===== config.mk =====
export PLATFORM = sky130hd
export DESIGN_NAME = sfrt_cell
export DESIGN_NICKNAME = d
export VERILOG_FILES = /design/src/sfrt_pkg.sv /design/src/sfrt_cell.sv
export SDC_FILE = /design/constraint.sdc
export NUM_CORES = 1
export LEC_CHECK = 0
export ABC_AREA = 1
export BUFFER_PORTS_ARGS = -buffer_cell sky130_fd_sc_hd__buf_2
export CAP_MARGIN = 10
export CORE_AREA = 2 2 188 190
export CTS_CLUSTER_SIZE = 10
export DETAILED_ROUTE_END_ITERATION = 8
export DIE_AREA = 0 0 190 192
export SLEW_MARGIN = 0
export SYNTH_ARGS = -nofsm -noshare
export SYNTH_HDL_FRONTEND = slang
export SYNTH_SLANG_ARGS = --single-unit
export TNS_END_PERCENT = 20

===== constraint.sdc =====
create_clock -name i_clk -period 4.4 [get_ports i_clk]
set_clock_uncertainty 0.15 [all_clocks]
set_input_delay 0.44 -clock i_clk [delete_from_list [all_inputs] [get_ports i_clk]]
set_output_delay 0.44 -clock i_clk [all_outputs]
set_load 0.05 [all_outputs]

===== src/sfrt_pkg.sv =====
// Shared types and constants for the sorted flow route table.
// Used by sfrt_cell, sfrt_merge and sorted_flow_route_table; no dependencies.
package sfrt_pkg;

    localparam int DEPTH = 1024;
    localparam int IDX_W = $clog2(DEPTH);
    localparam int CNT_W = $clog2(DEPTH + 1);

    // item function codes
    localparam logic [1:0] FN_FIND   = 2'd0;
    localparam logic [1:0] FN_INSERT = 2'd1;
    localparam logic [1:0] FN_LEARN  = 2'd2;
    localparam logic [1:0] FN_SWEEP  = 2'd3;

    // result status codes
    localparam logic [2:0] STS_FOUND    = 3'd0;
    localparam logic [2:0] STS_INSERTED = 3'd1;
    localparam logic [2:0] STS_ABSENT   = 3'd2;
    localparam logic [2:0] STS_FULL     = 3'd3;
    localparam logic [2:0] STS_SWEPT    = 3'd4;
    localparam logic [2:0] STS_SKIPPED  = 3'd5;

    // configuration register indexes and reset values
    localparam logic CFG_ALIVE = 1'b0;
    localparam logic CFG_SWEEP = 1'b1;
    localparam logic [23:0] ALIVE_RESET = 24'd30000;
    localparam logic [23:0] SWEEP_RESET = 24'd1000;

    typedef struct packed {
        logic [1:0]  func;
        logic [31:0] client_ip;
        logic [15:0] client_port;
        logic [31:0] gateway_ip;
        logic [15:0] gateway_port;
        logic [31:0] now;
    } t_in_item;

    typedef struct packed {
        logic [2:0]  status;
        logic [31:0] route_ip;
        logic [15:0] route_port;
        logic [31:0] last_receive;
        logic [10:0] occupancy;
        logic [10:0] removed_count;
    } t_out_item;

    typedef struct packed {
        logic [47:0] key;
        logic [47:0] gw;
        logic [31:0] act;
        logic [31:0] rx;
    } t_entry;

    typedef struct packed {
        logic start;
        logic step;
        logic head_vld;
        logic ins_ok;
        logic sweep;
    } t_merge_ctl;

    typedef struct packed {
        logic             found;
        logic             inserted;
        logic [47:0]      gw;
        logic [31:0]      rx;
        logic [CNT_W-1:0] removed;
    } t_merge_res;

    typedef enum logic [1:0] {
        S_IDLE,
        S_RUN,
        S_DONE
    } t_state;

endpackage


===== src/sfrt_cell.sv =====
// One table slot of the entry ring: loads a new entry or takes its neighbor's.
// Depends on sfrt_pkg.
module sfrt_cell import sfrt_pkg::*; (
    input  logic   i_clk,
    input  logic   i_shift,
    input  logic   i_load,
    input  t_entry i_next,
    input  t_entry i_wdata,
    output t_entry o_entry
);

    t_entry r_entry;

    always_ff @(posedge i_clk) begin
        if (i_load) begin
            r_entry <= i_wdata;
        end else if (i_shift) begin
            r_entry <= i_next;
        end
    end

    assign o_entry = r_entry;

endmodule


Word level (Yosys, flattened, before mapping)
Index checks and enable logic that the tools add are counted.
{"block": "totals", "reg_bits": 160, "inputBits": 323, "output_inout_bits": 160, "wordCells": 7}
{"block": "op_classes", "n_mux": 2, "n_reduce_logical": 1}
{"operator": "$mux W160", "n": 2}
{"operator": "$reduce_bool A2 Y1", "n": 1}

Longest topological paths before layout
Gate-level depths: netlist of run 1.
{"block": "logic_depth", "depth_word": 2, "ltp_mapped": 6, "mapped_depth_nobuf": 3}

Least setup slack after synthesis of run 1
No wires, ideal clock.
{"block": "synth_path", "kind": "in2reg", "start": "input port i_load", "end": "register r_entry, in the netlist o_entry[0] (enable)", "setup_ns": 0.453, "arrival_ns": 2.672, "t_required_ns": 3.797, "slack_ns": 1.125, "cell_stages": 3, "path_cell_list": "buf_4 buf_4 or2_2"}
{"block": "synth_via", "elab_chain_cells": 1}
{"item": "start: declaration", "line_no": "sfrt_cell.sv:6", "text": "input logic i_load,"}
{"item": "$reduce_bool A2 Y1 (no source line)"}
{"item": "end signal: assignment", "line_no": "sfrt_cell.sv:16", "text": "r_entry <= i_wdata;"}
{"item": "end signal: assignment", "line_no": "sfrt_cell.sv:18", "text": "r_entry <= i_next;"}
{"item": "end: declaration", "line_no": "sfrt_cell.sv:12", "text": "t_entry r_entry;"}
No other way between the ends.
A chain may end at the register's enable or synchronous reset.

Final worst setup path of run 1
{"block": "layout_path", "start": "input port i_load", "end": "register r_entry, in the netlist o_entry[100] (enable)"}
Same word-level chain as after synthesis.

==> flow_summary.json, run 1 <==
{
  "wl_mm": 23.7,
  "grt_use_total": 0.125,
  "place_area_um2": 9710,
  "core_region_area_um2": 34300,
  "die_area_um2": 36500,
  "tns_ns": 0,
  "setup_violations": 0,
  "wire_per_inst_um": 14.6,
  "yosysMostFrequentCell": "nand2_1",
  "synth_ff_type": "edfxtp_1",
  "grt_pass1_vias": 6212,
  "ios": 483,
  "cts_buffers": 17,
  "cts_tree": "yes",
  "synth-edff-count": 160,
  "finalHoldViolCount": 0,
  "startpoint": "i_load",
  "worstHoldPathType": "in -> reg",
  "cts_max_level": 4,
  "via_per_inst": 3.91,
  "drtPass1Iterations": 5,
  "chipWidth_um": 190,
  "io_buffers": 482,
  "drc": 0,
  "hold_buffers": 0,
  "syn_nets": 1000,
  "post_cts_buffers": 0,
  "rsz0062_at_grt": "false",
  "slew_headroom": 0.412,
  "setup.worst_path.end": "o_entry[100]$_DFFE_PP_",
  "finalCriticalPeriod_ns": 1.79,
  "cp_data_arrival_time_ns": 1.74,
  "root_buffer": "clkbuf_16",
  "synthTopCellsByArea": "edfxtp_1, nand2_1, buf_6",
  "seq_area_frac_synth": 0.700,
  "grt_overflow_total": 0,
  "grt_max_degree": 85,
  "rows": 68,
  "ys_seq_elements": 160,
  "critPathMaxFanout": 57,
  "ir_worst_vdd_mv": 0.256,
  "syn-cell-area_um2": 6870,
  "drive_gt1_frac": 0.448,
  "status": "complete, no violations",
  "drtIter0Drc": 237,
  "grt_pass1_wl_mm": 33.9,
  "worstSetupStartpointType": "input port",
  "ys_warn_count": 0,
  "yosysTopAreaCellShare": 0.700,
  "place.gp.congestion": 0.850,
  "die_y_um": 192,
  "synth.avg_cell_area_um2": 10.1,
  "yosysUniqueCellTypes": 7,
  "fin_crit_sh": 0.406,
  "cts.sinks": 160,
  "vias": 6335,
  "powerDensity_nw_per_um2": 427,
  "async_flop_share": 0,
  "post_cts_resized": 0,
  "synth_common_cells": "nand2_1, edfxtp_1, buf_2",
  "syn_to_final_growth_pct": 48.7,
  "end_kind": "flop",
  "fin_nets": 1476,
  "dp_hpwl_mm": 18.7,
  "clock_path_buffers": 2,
  "leakage_nw": 5.28,
  "maxSlewViolCount": 0,
  "initial_core_util": 0.200,
  "cap_violations": 0,
  "largest_reg_flops": 160,
  "max_freq_mhz": 559,
  "yosysTopAreaCell": "edfxtp_1",
  "antenna_left": 0,
  "path_clk_slew_ns": 0.06,
  "crit_required_ns": 4.35,
  "antenna_found_initial": 2,
  "worstSetupPathType": "in -> reg",
  "stdcell_area_um2": 10200,
  "tightest_slew_ns": 0.882,
  "syn_inst": 677
}
## stage by stage
stage	instances	utilization	hold slack (ns)	setup slack (ns)	power, mW
2_1_floorplan	677	-	0.469	1.13	2.72
3_3_place_gp	1589	0.283	0.555	2.14	3.09
3_5_place_dp	1589	0.283	0.558	2.13	3.10
4_1_cts	1619	0.298	0.0838	2.60	4.43
5_1_grt	1619	0.298	0.0911	2.52	4.56
6_report	1620	0.298	0.121	2.61	4.36
## layer usage
metal / up-vias / part of all wire / global-route usage
met4: 2 / 0.035 / 0.0632
li1: 3124 / - / -
met2: 344 / 0.48 / 0.213
met3: 32 / 0.11 / 0.0535
met1: 2833 / 0.37 / 0.134
met5: - / 0.00055 / 0
## cells in the final DEF (no fill, tap or decap)
| master | count |
|---|---|
| clkinv_4 | 3 |
| clkinv_2 | 5 |
| buf_2 | 481 |
| buf_12 | 2 |
| diode_2 | 1 |
| clkinv_1 | 2 |
| clkbuf_16 | 17 |
| or2_4 | 1 |
| nand2_1 | 480 |
| edfxtp_1 | 160 |
| inv_4 | 1 |
| clkinvlp_4 | 2 |
| clkbuf_1 | 1 |
| buf_4 | 9 |
## worst min-delay path by stage
stage	start	end	cells after the start
final	i_next[13]	o_entry[13]$_DFFE_PP_	3
after global routing	i_next[136]	o_entry[136]$_DFFE_PP_	3
after CTS	i_next[13]	o_entry[13]$_DFFE_PP_	3
after detailed placement	i_next[133]	o_entry[133]$_DFFE_PP_	3
after global placement	i_next[75]	o_entry[75]$_DFFE_PP_	3
after floorplan	i_next[0]	o_entry[0]$_DFFE_PP_	2
## power by group
group          internal (mW)  leakage, nW  switching [mW]  total (mW)
Clock                  0.706        0.246           0.601        1.31
Sequential              1.87         1.65          0.0443        1.92
Combinational          0.268         3.39           0.868        1.14
## area by class of cell
type,count,area (um^2)
Sequential cell,160,4800
Timing Repair Buffer,492,2510
Clock buffer,18,429
Multi-Input combinational cell,481,1810
Fill cell,3659,24100
Antenna cell,1,2.50
Clock inverter,12,73.8
Inverter,1,6.26
Tap cell,455,569
## critical path, stage by stage
cell and delay [ns]:
buf_4 0.16, or2_4 0.71, buf_12 0.35
## cell families (layout without fill, tap and decap cells)
logic type    count (synthesis)  in the layout  share of synthesized area
simple gates                481            481                      0.263
flops                       160            160                      0.700
buf+inv                      36            523                     0.0372
other cells                   0              1                          0
No activity file was read; power rests on OpenSTA's default activity.
==> run 2: changes to the inputs <==
ABC_AREA = 0   (was 1)
CORE_AREA = 2 2 189 191   (was 2 2 188 190)
DIE_AREA = 0 0 191 193   (was 0 0 190 192)
clock period = 1.76 ns   (was 4.4 ns; I/O delays follow)
==> run 2 against run 1 <==
Effect of this change: the flow now stops in 4_1_cts; synthesized cell count fell by 50%; area after synthesis rose by 3.5%.
==> flow_summary.json, run 2 <==
{
  "status": "aborted with a tool error",
  "stop_stage": "4_1_cts",
  "toolErrorMsg": "[ERROR RSZ-0060] Max buffer count reached.",
  "clock_path_buffers": 2,
  "io_buffers": 482,
  "ys_seq_elements": 160,
  "rows": 69,
  "cts_max_level": 4,
  "async_flop_share": 0,
  "dp_hpwl_mm": 18.0,
  "place.gp.congestion": 0.772,
  "syn-cell-area_um2": 7110,
  "root_buffer": "clkbuf_16",
  "die_y_um": 193,
  "yosysTopAreaCellShare": 0.676,
  "synthTopCellsByArea": "edfxtp_1, mux2_4, mux2_2",
  "post_cts_resized": 0,
  "initial_core_util": 0.203,
  "yosysUniqueCellTypes": 6,
  "syn_nets": 662,
  "chipWidth_um": 191,
  "hold_buffers": 264,
  "synth_common_cells": "edfxtp_1, mux2_4, mux2_2",
  "synth.avg_cell_area_um2": 21.0,
  "place_area_um2": 10200,
  "post_cts_buffers": 0,
  "ios": 483,
  "cts.sinks": 160,
  "synth-edff-count": 160,
  "seq_area_frac_synth": 0.676,
  "ys_warn_count": 0,
  "yosysTopAreaCell": "edfxtp_1",
  "synth_ff_type": "edfxtp_1",
  "cts_buffers": 17,
  "syn_inst": 339,
  "yosysMostFrequentCell": "edfxtp_1"
}
[run 2: cell count changes after synthesis]
cell	delta
buf_4	-2
mux2_2	+71
buf_2	-15
or2_1	+1
mux2_4	+89
or2_2	-1
nand2_1	-480
inv_4	-1
[run 2: per-stage QoR]
step	setup WS (ns)	std cells
after floorplan	-0.574	339
after global placement	0.194	1286
after detailed placement	0.177	1286
[run 2: kinds of logic after synthesis]
kind of cell,Yosys count,share of synthesized area
flip-flops,160,0.676
AND/OR/NAND/NOR,1,0.000881
multiplexers,160,0.301
buffers and inverters,18,0.0224
==> run 3: changes to the inputs <==
CTS_CLUSTER_SIZE = unset   (was 10)
PLACE_DENSITY_LB_ADDON = 0.15   (was unset)
==> run 3 against run 2 <==
Effect of this change: the flow again stops in 4_1_cts; synthesized cell count did not move; area after synthesis did not move.
==> flow_summary.json, run 3 <==
{
  "syn-cell-area_um2": 7110,
  "place_area_um2": 10300,
  "seq_area_frac_synth": 0.676,
  "cts.sinks": 160,
  "syn_inst": 339,
  "io_buffers": 482,
  "async_flop_share": 0,
  "hold_buffers": 266,
  "rows": 69,
  "clock_path_buffers": 2,
  "yosysTopAreaCell": "edfxtp_1",
  "yosysMostFrequentCell": "edfxtp_1",
  "initial_core_util": 0.203,
  "yosysUniqueCellTypes": 6,
  "die_y_um": 193,
  "synth_common_cells": "edfxtp_1, mux2_4, mux2_2",
  "toolErrorMsg": "[ERROR RSZ-0060] Max buffer count reached.",
  "cts_max_level": 4,
  "synth.avg_cell_area_um2": 21.0,
  "dp_hpwl_mm": 17.9,
  "yosysTopAreaCellShare": 0.676,
  "synthTopCellsByArea": "edfxtp_1, mux2_4, mux2_2",
  "chipWidth_um": 191,
  "placed_cells": 1295,
  "stop_stage": "4_1_cts",
  "post_cts_resized": 0,
  "ios": 483,
  "cts_buffers": 17,
  "ys_warn_count": 0,
  "syn_nets": 662,
  "synth_ff_type": "edfxtp_1",
  "ys_seq_elements": 160,
  "post_cts_buffers": 0,
  "status": "aborted with a tool error",
  "root_buffer": "clkbuf_16",
  "place.gp.congestion": 0.725,
  "synth-edff-count": 160
}
run 3: cell counts after synthesis:
Identical to the previous run, type by type.
run 3: per-stage QoR:
step	worst slack [ns]	setup TNS (ns)	util
after global placement	0.149	0	0.295
after detailed placement	0.125	0	0.295
after floorplan	-0.574	-91.79	-
run 3: logic make-up after synthesis:
group,after synthesis,synth area share
DFF,160,0.676
muxes,160,0.301
buffers and inverters,18,0.0224
and+or+nand+nor,1,0.000881
