`src/sfrt_pkg.sv`:
```
// Shared types and constants for the sorted flow route table.
// Used by sfrt_cell, sfrt_merge and sorted_flow_route_table; no dependencies.
package sfrt_pkg;

    localparam int DEPTH = 1024;
    localparam int IDX_W = $clog2(DEPTH);
    localparam int CNT_W = $clog2(DEPTH + 1);

    // item function codes
    localparam logic [1:0] FN_FIND   = 2'd0;
    localparam logic [1:0] FN_INSERT = 2'd1;
    localparam logic [1:0] FN_LEARN  = 2'd2;
    localparam logic [1:0] FN_SWEEP  = 2'd3;

    // result status codes
    localparam logic [2:0] STS_FOUND    = 3'd0;
    localparam logic [2:0] STS_INSERTED = 3'd1;
    localparam logic [2:0] STS_ABSENT   = 3'd2;
    localparam logic [2:0] STS_FULL     = 3'd3;
    localparam logic [2:0] STS_SWEPT    = 3'd4;
    localparam logic [2:0] STS_SKIPPED  = 3'd5;

    // configuration register indexes and reset values
    localparam logic CFG_ALIVE = 1'b0;
    localparam logic CFG_SWEEP = 1'b1;
    localparam logic [23:0] ALIVE_RESET = 24'd30000;
    localparam logic [23:0] SWEEP_RESET = 24'd1000;

    typedef struct packed {
        logic [1:0]  func;
        logic [31:0] client_ip;
        logic [15:0] client_port;
        logic [31:0] gateway_ip;
        logic [15:0] gateway_port;
        logic [31:0] now;
    } t_in_item;

    typedef struct packed {
        logic [2:0]  status;
        logic [31:0] route_ip;
        logic [15:0] route_port;
        logic [31:0] last_receive;
        logic [10:0] occupancy;
        logic [10:0] removed_count;
    } t_out_item;

    typedef struct packed {
        logic [47:0] key;
        logic [47:0] gw;
        logic [31:0] act;
        logic [31:0] rx;
    } t_entry;

    typedef struct packed {
        logic start;
        logic step;
        logic head_vld;
        logic ins_ok;
        logic sweep;
    } t_merge_ctl;

    typedef struct packed {
        logic             found;
        logic             inserted;
        logic [47:0]      gw;
        logic [31:0]      rx;
        logic [CNT_W-1:0] removed;
    } t_merge_res;

    typedef enum logic [1:0] {
        S_IDLE,
        S_RUN,
        S_DONE
    } t_state;

endpackage

```
`src/sfrt_merge.sv`:
```
// Head-of-ring unit: looks at the entry leaving the ring each step and decides
// what goes back in (kept, updated, dropped, or new entry spliced in front).
// Depends on sfrt_pkg.
module sfrt_merge import sfrt_pkg::*; (
    input  logic        i_clk,
    input  logic        i_rst_n,
    input  t_merge_ctl  i_ctl,
    input  t_in_item    i_item,
    input  logic [23:0] i_alive,
    input  t_entry      i_head,
    output logic        o_wr,
    output t_entry      o_entry,
    output t_merge_res  o_res
);

    logic             r_delayed;
    logic             r_found;
    logic             r_inserted;
    logic [CNT_W-1:0] r_removed;
    t_entry           r_d;
    logic [47:0]      r_gw;
    logic [31:0]      r_rx;

    logic [47:0] w_key;
    t_entry      w_new;
    t_entry      w_upd;
    logic        w_gt;
    logic        w_eq;
    logic [31:0] w_idle;
    logic        w_alive;
    logic        w_take_d;
    logic        w_set_ins;
    logic        w_set_found;
    logic        w_drop;

    assign w_key = {i_item.client_ip, i_item.client_port};

    always_comb begin
        w_new.key = w_key;
        w_new.gw  = {i_item.gateway_ip, i_item.gateway_port};
        w_new.act = i_item.now;
        w_new.rx  = i_item.now;

        w_upd     = i_head;
        w_upd.act = i_item.now;
        if (i_item.func == FN_LEARN) begin
            w_upd.gw = {i_item.gateway_ip, i_item.gateway_port};
            w_upd.rx = i_item.now;
        end
    end

    assign w_gt    = i_head.key > w_key;
    assign w_eq    = i_head.key == w_key;
    assign w_idle  = i_item.now - i_head.act;
    assign w_alive = w_idle < {8'd0, i_alive};

    always_comb begin
        o_wr        = 1'b0;
        o_entry     = i_head;
        w_take_d    = 1'b0;
        w_set_ins   = 1'b0;
        w_set_found = 1'b0;
        w_drop      = 1'b0;
        if (i_ctl.sweep) begin
            o_wr   = i_ctl.head_vld & w_alive;
            w_drop = i_ctl.head_vld & ~w_alive;
        end else if (r_delayed) begin
            // after a splice the stream runs one entry late
            o_wr     = 1'b1;
            o_entry  = r_d;
            w_take_d = i_ctl.head_vld;
        end else if (i_ctl.head_vld) begin
            o_wr = 1'b1;
            if (i_ctl.ins_ok && !r_found && w_gt) begin
                o_entry   = w_new;
                w_take_d  = 1'b1;
                w_set_ins = 1'b1;
            end else if (w_eq) begin
                o_entry     = w_upd;
                w_set_found = 1'b1;
            end
        end else if (i_ctl.ins_ok && !r_found) begin
            // new key sorts past every entry
            o_wr      = 1'b1;
            o_entry   = w_new;
            w_set_ins = 1'b1;
        end
    end

    always_ff @(posedge i_clk) begin
        if (!i_rst_n) begin
            r_delayed  <= 1'b0;
            r_found    <= 1'b0;
            r_inserted <= 1'b0;
            r_removed  <= '0;
        end else if (i_ctl.start) begin
            r_delayed  <= 1'b0;
            r_found    <= 1'b0;
            r_inserted <= 1'b0;
            r_removed  <= '0;
        end else if (i_ctl.step) begin
            if (w_set_ins) begin
                r_inserted <= 1'b1;
                r_delayed  <= 1'b1;
            end
            if (w_set_found) begin
                r_found <= 1'b1;
            end
            if (w_drop) begin
                r_removed <= r_removed + CNT_W'(1);
            end
        end
    end

    always_ff @(posedge i_clk) begin
        if (i_ctl.step) begin
            if (w_take_d) begin
                r_d <= i_head;
            end
            if (w_set_found) begin
                r_gw <= w_upd.gw;
                r_rx <= w_upd.rx;
            end
        end
    end

    always_comb begin
        o_res.found    = r_found;
        o_res.inserted = r_inserted;
        o_res.gw       = r_gw;
        o_res.rx       = r_rx;
        o_res.removed  = r_removed;
    end

endmodule

```
`config.mk`:
```
export PLATFORM = sky130hd
export DESIGN_NAME = sfrt_merge
export DESIGN_NICKNAME = d
export VERILOG_FILES = /design/src/sfrt_pkg.sv /design/src/sfrt_merge.sv
export SDC_FILE = /design/constraint.sdc
export NUM_CORES = 1
export LEC_CHECK = 0
export BUFFER_PORTS_ARGS = -buffer_cell sky130_fd_sc_hd__buf_2
export CAP_MARGIN = 30
export CORE_ASPECT_RATIO = 1.2
export CORE_UTILIZATION = 30
export CTS_BUF_LIST = sky130_fd_sc_hd__clkbuf_4 sky130_fd_sc_hd__clkbuf_8
export DETAILED_ROUTE_END_ITERATION = 16
export GPL_TIMING_DRIVEN = 0
export HOLD_SLACK_MARGIN = 0.12
export MAX_ROUTING_LAYER = met4
export SLEW_MARGIN = 5
export SYNTH_ARGS = -nofsm -noshare
export SYNTH_HDL_FRONTEND = slang
export SYNTH_SLANG_ARGS = --single-unit
```
`constraint.sdc`:
```
create_clock -name i_clk -period 18.2 [get_ports i_clk]
set_input_delay 0.91 -clock i_clk [delete_from_list [all_inputs] [get_ports i_clk]]
set_output_delay 0.91 -clock i_clk [all_outputs]
set_load 0.02 [all_outputs]
```
# ---- After elaboration in Yosys (flattened, before gate mapping)
# Index checks and enable logic that the tools add are counted.
dict set report op_classes {
  mux 25
  reduce_logical 8
  magnitude_cmp 2
  addsub 2
  bitwise 4
  n_eq_ne 2
}
# cell n
set ops {}
lappend ops {{two-way mux 160 bit} 5}
lappend ops {{two-way mux 112 bit} 1}
lappend ops {{== test 48 bit} 1}
lappend ops {{greater-than comparator 48 bit} 1}
lappend ops {{two-way mux 48 bit} 1}
lappend ops {{less-than comparator 32 x 24 -> 1 bit} 1}
lappend ops {{two-way mux 32 bit} 1}
lappend ops {{subtractor 32 bit} 1}
lappend ops {{two-way mux 1 bit} 17}
lappend ops {{adder 11 x 1 -> 11 bit, second input constant} 1}
lappend ops {{AND reduction 2 bit} 4}
lappend ops {{AND 1 bit} 2}
lappend ops {{== test 2 bit, second input constant} 1}
lappend ops {{logical AND 1 bit} 2}
lappend ops {{inverter 1 bit} 2}
lappend ops {{OR reduction 2 bit} 1}
lappend ops {{logical NOT 1 bit} 1}
dict set report word_totals {
  word_cells 52
  register_bits 253
  in_bits 321
  output_inout_bits 254
}

# ---- Logic depth before layout (Yosys ltp)
# Gate-level depths: netlist of run 1.
dict set report depth {
  word_depth 8
  ltp_mapped 24
  mapped_depth_nobuf 22
}

# ---- Worst setup path after synthesis of run 1
# No wires, ideal clock.
dict set report synth_timing {
  kind {input to register}
  from {input port i_item[111] in the netlist's numbering}
  to {register r_d[0] in the netlist's numbering (enable)}
  setup_time_ns 0.877
  arrival_ns 13.572
  cell_stages 13
  path_buffers 3
  slack_ns 3.751
  path_cell_list {inv_1 -> ha_1 -> nand4_1 -> nor4_1 -> o21ai_1 -> o2111ai_1 -> a31oi_2 -> buf_2 -> buf_2 -> buf_2 -> nor2_1 -> nor2_1 -> nor3_1}
}
dict set report synth_between {
  elab_chain_len 7
}
# item line_no
set synth_rtl {}
lappend synth_rtl {{start: declaration} sfrt_merge.sv:8} ;# input t_in_item i_item,
lappend synth_rtl {{greater-than comparator 48 bit} sfrt_merge.sv:52} ;# assign w_gt = i_head.key > w_key;
lappend synth_rtl {{logical AND 1 bit} sfrt_merge.sv:74} ;# if (i_ctl.ins_ok && !r_found && w_gt) begin
lappend synth_rtl {{two-way mux 1 bit} sfrt_merge.sv:74}
lappend synth_rtl {{two-way mux 1 bit} sfrt_merge.sv:72} ;# end else if (i_ctl.head_vld) begin
lappend synth_rtl {{two-way mux 1 bit} sfrt_merge.sv:67} ;# end else if (r_delayed) begin
lappend synth_rtl {{two-way mux 1 bit} sfrt_merge.sv:64} ;# if (i_ctl.sweep) begin
lappend synth_rtl {{AND reduction 2 bit (no line)} -}
lappend synth_rtl {{end signal: assignment} sfrt_merge.sv:118} ;# r_d <= i_head;
lappend synth_rtl {{end: declaration} sfrt_merge.sv:20} ;# t_entry r_d;
# Every way passes these cells.
# A chain may end at the register's enable or synchronous reset.

==> run summary, run 1 <==
library cells used by synthesis - 68
VDD IR max - 0.0000630 V
crit-path max FO - 10
clock period minus worst slack - 6.74 ns
residual DRC count - 0
CP required - 17.29 ns
Syn Inst Count - 2460
largest net degree at the start of global routing - 13
number of DRC markers after the initial detailed-route iteration - 2046
Routed WL - 100000 um
row count - 104
# port buffers - 573
outcome - complete, no violations
chip height - 287 um
antenna violations before repair - 40
DR vias/cell - 5.61
Vias - 23.1k
WHS - 0.444 ns
root buf cell - clkbuf_8
Clock Path Buffers - 3
Placed Cells - 3976
die area - 68600 um2
DP Worst Slack - 11.67 ns
unrepaired setup endpoints after global routing - false
CP arrival - 5.83 ns
Hold-fix buffers, CTS - 0
period utilization - 0.371
worst min-delay path class - in -> reg
design area - 25700 um2
max-cap viol count - 0
placed inst area - 24700 um2
#FFs+latches synth - 253
Final Wtd Congestion - 0.972
fin nets - 3553
routed len/inst - 24.4 um
R2R Setup Slk - 13.97 ns
WHS Endpoint - r_d[94]
clk slew on worst S/H paths - 0.07 ns
post-DP HPWL - 77000 um
clock skew - 0.0292 ns
LEAKAGE - 10.7 nW
CTS sink count - 253
Setup Fix Bufs, Post-CTS - 0
power density cells - 69.6 nW/um2
worst hold stages - 1
Highest Clock Rate - 148 MHz
final-report setup violation count - 0
Initial Util - 0.303
reg-to-reg startpoint - r_found
first-pass GRT wire length - 144000 um
I/O pins - 575
CP endpoint kind - output port
Post-synth top flop - edfxtp_1
chip width - 239 um
Hold Violations, Final - 0
vias in the first global route - 22.1k
Mapped Nets - 2885
Final WS setup - 11.46 ns
Mapped Avg Cell Area - 8.23 um2
share of layout cells above drive strength 1 - 0.258
Fillers - 7182
Overall Global Routing Usage - 0.289
core outline area - 66900 um2
critical path type - in -> out
R2R Path End - r_d[146]
TritonRoute pass-1 iters - 8
CTS tree - yes
# resized after CTS - 0
Congestion Overflow GR - 0
Hold Crit Start - i_head[94]
fraction of registers with async set/reset - 0
synthesis warning total - 0
worst slew pin tran - 1.10 ns
FF-to-FF path depth - 15
Final ANT Viol Nets - 0
final instance count without filler cells - 4110
Slew headroom - 0.263
# H-tree levels - 2
latest clock arrival within the worst-skew pair - 0.66 ns
EDFF count, synth - 240
area growth from synthesis to layout - 27.1%
cts bufs inserted - 51
Worst setup SP type - primary input
Max Slew Vio Count - 0
sequential share of the synthesized area - 0.369
Cell Area, Synth - 20300 um2
[flip-flops by register name, indices dropped and copies added (netlist names)]
signal      count
r_found         1
r_rx           32
r_removed      11
r_inserted      1
r_gw           48
r_d           160
[Yosys cell counts, types with 5 or more instances]
master	instances	area share
buf_1	14	0.0026
nand3_1	7	0.0017
a221o_1	32	0.016
inv_1	194	0.036
nor2_1	124	0.023
a21oi_1	182	0.045
o21a_1	7	0.0026
o311a_1	79	0.039
and3_1	5	0.0015
o21ai_0	267	0.066
nand4_1	27	0.0083
edfxtp_1	240	0.36
a31oi_1	144	0.044
a22oi_1	79	0.029
a21oi_2	9	0.0039
a21o_1	32	0.012
dfxtp_1	13	0.013
nor4_1	5	0.0015
xnor2_1	13	0.0056
mux2i_1	34	0.017
nand2b_1	7	0.0022
nand2_1	286	0.053
xor2_1	19	0.0082
nor3_1	58	0.014
a211oi_1	6	0.0022
o22ai_1	127	0.039
or2_2	83	0.026
buf_2	13	0.0032
nor2b_1	8	0.0025
ha_1	103	0.064
clkbuf_1	179	0.033
[cells by family after synthesis]
kind of cell / count (synthesis) / synth area share
buffers and inverters: 407 / 0.0783
AND/OR/NAND/NOR: 622 / 0.139
AO/OA/AOI/OAI: 1005 / 0.317
flip-flops: 253 / 0.369
XOR/XNOR: 32 / 0.0138
adder cells (fa/ha/maj): 104 / 0.0646
multiplexers: 37 / 0.0185
[layer usage]
| layer | track usage | up-vias | share of wire |
|---|---|---|---|
| met3 | 0.0619 | 233 | 0.083 |
| met1 | 0.337 | 11000 | 0.39 |
| met5 | - | - | 0 |
| li1 | - | 10600 | - |
| met4 | 0.143 | 0 | 0.049 |
| met2 | 0.467 | 1188 | 0.48 |
[how the worst max path moves through the flow]
stage	endpoint	depth (start not counted)	from	slack (ns)
after floorplan	r_d[0]	13	i_item[111]	3.75
after global placement	r_d[48]	14	i_item[111]	-6.72
after detailed placement	o_entry[111]	14	i_item[110]	11.67
after CTS	o_entry[111]	14	i_item[110]	11.64
after global routing	o_entry[111]	14	i_item[110]	11.41
final	o_entry[28]	14	i_item[109]	11.46
[critical path, cell delays in order]
cell and delay [ns]:
buf_2 0.10, inv_1 0.06, ha_1 0.29, nand4_1 0.16, nor4_1 0.96, o21ai_1 0.22, o2111ai_1 0.29, a31oi_2 0.41
nand2_1 0.60, clkbuf_1 0.62, clkbuf_1 0.47, o21ai_0 0.17, a22oi_1 0.32, buf_2 0.24
[power breakdown]
group          leakage, nW  internal [W]  total [W]  switching, W
logic                 7.96      0.000190   0.000549      0.000359
clock network        0.511      0.000303   0.000596      0.000294
registers             2.27      0.000644   0.000646    0.00000135
total                 10.7       0.00114    0.00179      0.000654
[final cells by class]
class | count | area [um2] | area share
Timing Repair Buffer | 615 | 3280 | 0.128
Clock inverter | 32 | 169 | 0.00656
Buffer | 213 | 857 | 0.0333
Sequential cell | 253 | 7470 | 0.290
Antenna cell | 40 | 100 | 0.00389
Tap cell | 901 | 1130 | 0.0438
Multi-Input combinational cell | 1800 | 11200 | 0.436
Inverter | 194 | 728 | 0.0283
Clock buffer | 62 | 797 | 0.0310
[metrics by stage]
step                       util  total power, W   TNS, ns
after floorplan               -        0.000984         0
after global placement    0.363         0.00120  -1106.50
after detailed placement  0.369         0.00120         0
after CTS                 0.383         0.00180         0
after global routing      0.385         0.00187         0
final                     0.385         0.00179         0
[layout by cell type (no fill, tap or decap), drive strengths merged, types with 6 or more instances in the layout]
master	Yosys	final
nand2b	7	7
o21ai	271	271
nand4	27	27
a211oi	6	6
nor3	58	58
inv	194	194
o311a	79	79
ha	103	103
a21o	32	32
a31oi	145	145
a21oi	191	191
a221o	32	32
dfxtp	13	13
o21a	7	7
edfxtp	240	240
clkbuf	179	241
nand3	8	8
a22oi	79	79
diode	0	40
buf	34	649
nand2	286	286
nor2	124	124
nor2b	8	8
mux2i	34	34
clkinv	0	29
xor2	19	19
o22ai	127	127
or2	83	83
xnor2	13	13
(Power assumes the default switching activity.)
==> inputs of run 2 (changes only) <==
clock period = 5.9 ns   (was 18.2 ns; I/O delays follow)
==> run 2 against run 1 <==
First-iteration DRC count grew 5.9%. Final cell count grew 4.9%. Flip-flop and latch count is the same. Non-clock buffer count grew 226. Sequential power grew to 3.1 times the previous value. Worst hold slack lost 0.26 ns. Count of clock-buffer cells in the layout shrank 2. Clock power grew to 3.1 times the previous value. Register-to-register slack lost 12 ns.
==> run summary, run 2 (synthesis gave the netlist of run 1 again) <==
P_int - 0.00364 W
Max Slew Vio Count - 0
# H-tree levels - 2
Worst path most repeated cell - a21oi_1
chip width - 239 um
CP arrival - 5.30 ns
Switch Pwr - 0.00207 W
root buf cell - clkbuf_8
critical path, cell by cell - dlygate4sd3_1 > buf_2 > inv_1 > ha_1 > inv_1 > fa_1 > a21oi_1 > o211ai_1 > or4b_1 > a21oi_1 > or2_2 > a21oi_1 > xnor2_1 > ha_1 > nand4_1 > nor3_1 > a32oi_1 > o21ai_0 > nor3_1 > o2111ai_2 > nor3_2 > o22a_1 > buf_2
placed inst area - 24800 um2
final-report setup violation count - 0
max-cap viol count - 0
period utilization - 0.948
worst min-delay path class - in -> reg
Worst setup SP type - primary input
R2R Path End - r_d[37]
share of layout cells above drive strength 1 - 0.240
CTS sink count - 253
biggest regs - r_d (160), r_gw (48), r_rx (32)
routed len/inst - 23.9 um
CP endpoint kind - output port
clk slew on worst S/H paths - 0.06 ns
fin nets - 3779
antenna violations before repair - 16
cts bufs inserted - 51
worst slew pin tran - 0.963 ns
crit-path max FO - 5
Initial Util - 0.303
# port buffers - 573
WHS Endpoint - r_rx[31]
DR vias/cell - 5.60
design area - 28200 um2
commonest non-fill, non-tap cell in the layout - buf_2
latest clock arrival within the worst-skew pair - 0.65 ns
slowest cell on the critical path - dlygate4sd3_1
reg-to-reg startpoint - r_found
TritonRoute pass-1 iters - 7
Hold Violations, Final - 0
power density cells - 202 nW/um2
Slew headroom - 0.358
number of DRC markers after the initial detailed-route iteration - 2167
worst path bufs/invs - 5
Gate power share - 0.323
Overall Global Routing Usage - 0.292
I/O pins - 575
post-DP HPWL - 76100 um
die area - 68600 um2
core outline area - 66900 um2
FF-to-FF path depth - 12
VDD IR max - 0.000139 V
Congestion Overflow GR - 0
Largest Register - r_d
vias in the first global route - 23.5k
most frequent cells in the layout - buf_2, nand2_1, o21ai_0
LEAKAGE - 11.7 nW
worst hold stages - 2
outcome - complete, no violations
WHS - 0.186 ns
unrepaired setup endpoints after global routing - false
utilization after layout - 0.422
Seq pwr share - 0.349
Clk network pwr share - 0.328
max incr delay on CP - 0.55 ns
chip height - 287 um
Highest Clock Rate - 179 MHz
Largest register FFs - 160
area growth from synthesis to layout - 39.3%
clock skew - 0.0387 ns
Hold Crit Start - i_item[31]
clock period minus worst slack - 5.60 ns
Routed WL - 103000 um
residual DRC count - 0
Vias - 24.1k
Clock Path Buffers - 3
row count - 104
first-pass GRT wire length - 147000 um
CP required - 5.61 ns
Final ANT Viol Nets - 0
cell family with the largest share of critical-path delay - compound AO/OA/AOI/OAI gates
Net Sw Frac - 0.362
R2R Setup Slk - 2.40 ns
critical path type - in -> out
Final Wtd Congestion - 0.963
CTS tree - yes
largest net degree at the start of global routing - 18
run 2: cell count changes in the layout (fill, tap and decap cells not counted), sizes merged:
cell         previous run  this run
dlygate4sd3             0       239
diode                  40        17
clkinvlp                2         6
bufinv                  1         2
clkinv                 29        23
buf                   649       636
clkbuf                241       239
run 2: per-layer routing:
metal	track usage	up-vias	part of all wire
met2	0.486	1273	0.48
met5	-	-	0
met3	0.0517	297	0.075
met4	0.148	0	0.053
li1	-	11100	-
met1	0.337	11500	0.39
run 2: how the worst max path moves through the flow:
stage	slack, ns	depth (start not counted)	startpoint	endpoint
2_1_floorplan	-0.38	16	i_item[81]	r_d[0]
3_3_place_gp	-4.81	14	i_item[97]	r_d[87]
3_5_place_dp	0.74	24	i_item[0]	r_removed[5]
4_1_cts	0.23	17	i_head[113]	o_entry[29]
5_1_grt	0.03	23	i_item[0]	o_wr
6_report	0.30	23	i_item[0]	o_wr
run 2: layout make-up:
class                   count  area (um2)
diodes                     17        42.5
plain buffers             213         872
multi-input cells        1800       11300
clock buffers              60         769
flip-flops and latches    253        7470
inverters                 194         741
well taps                 901        1130
clock inverters            31         208
fillers                  6899       38700
repair buffers            841        5730
run 2: what timing repair did:
action | CTS | global route
hold buffers | 239 | 0
setup buffers | 0 | 0
endpoints found under the setup margin | 0 | 3
gates resized for setup | 0 | 2
hold endpoints to repair | 241 | 0
run 2: metrics by stage:
stage	cells	power (W)	setup TNS (ns)	setup WS, ns
floorplan	2460	0.00304	-61.18	-0.382
global placement	3934	0.00369	-938.41	-4.81
detailed placement	3962	0.00370	0	0.738
CTS	4292	0.00573	0	0.230
global route	4308	0.00596	0	0.0339
finish	4310	0.00571	0	0.305
run 2: power groups by stage:
| stage | sequential [W] | clock [W] | combinational [W] |
|---|---|---|---|
| 2_1_floorplan | 0.00203 | 0 | 0.00100 |
| 3_3_place_gp | 0.00203 | 0 | 0.00166 |
| 3_5_place_dp | 0.00203 | 0 | 0.00168 |
| 4_1_cts | 0.00199 | 0.00192 | 0.00182 |
| 5_1_grt | 0.00199 | 0.00198 | 0.00198 |
| 6_report | 0.00199 | 0.00187 | 0.00184 |
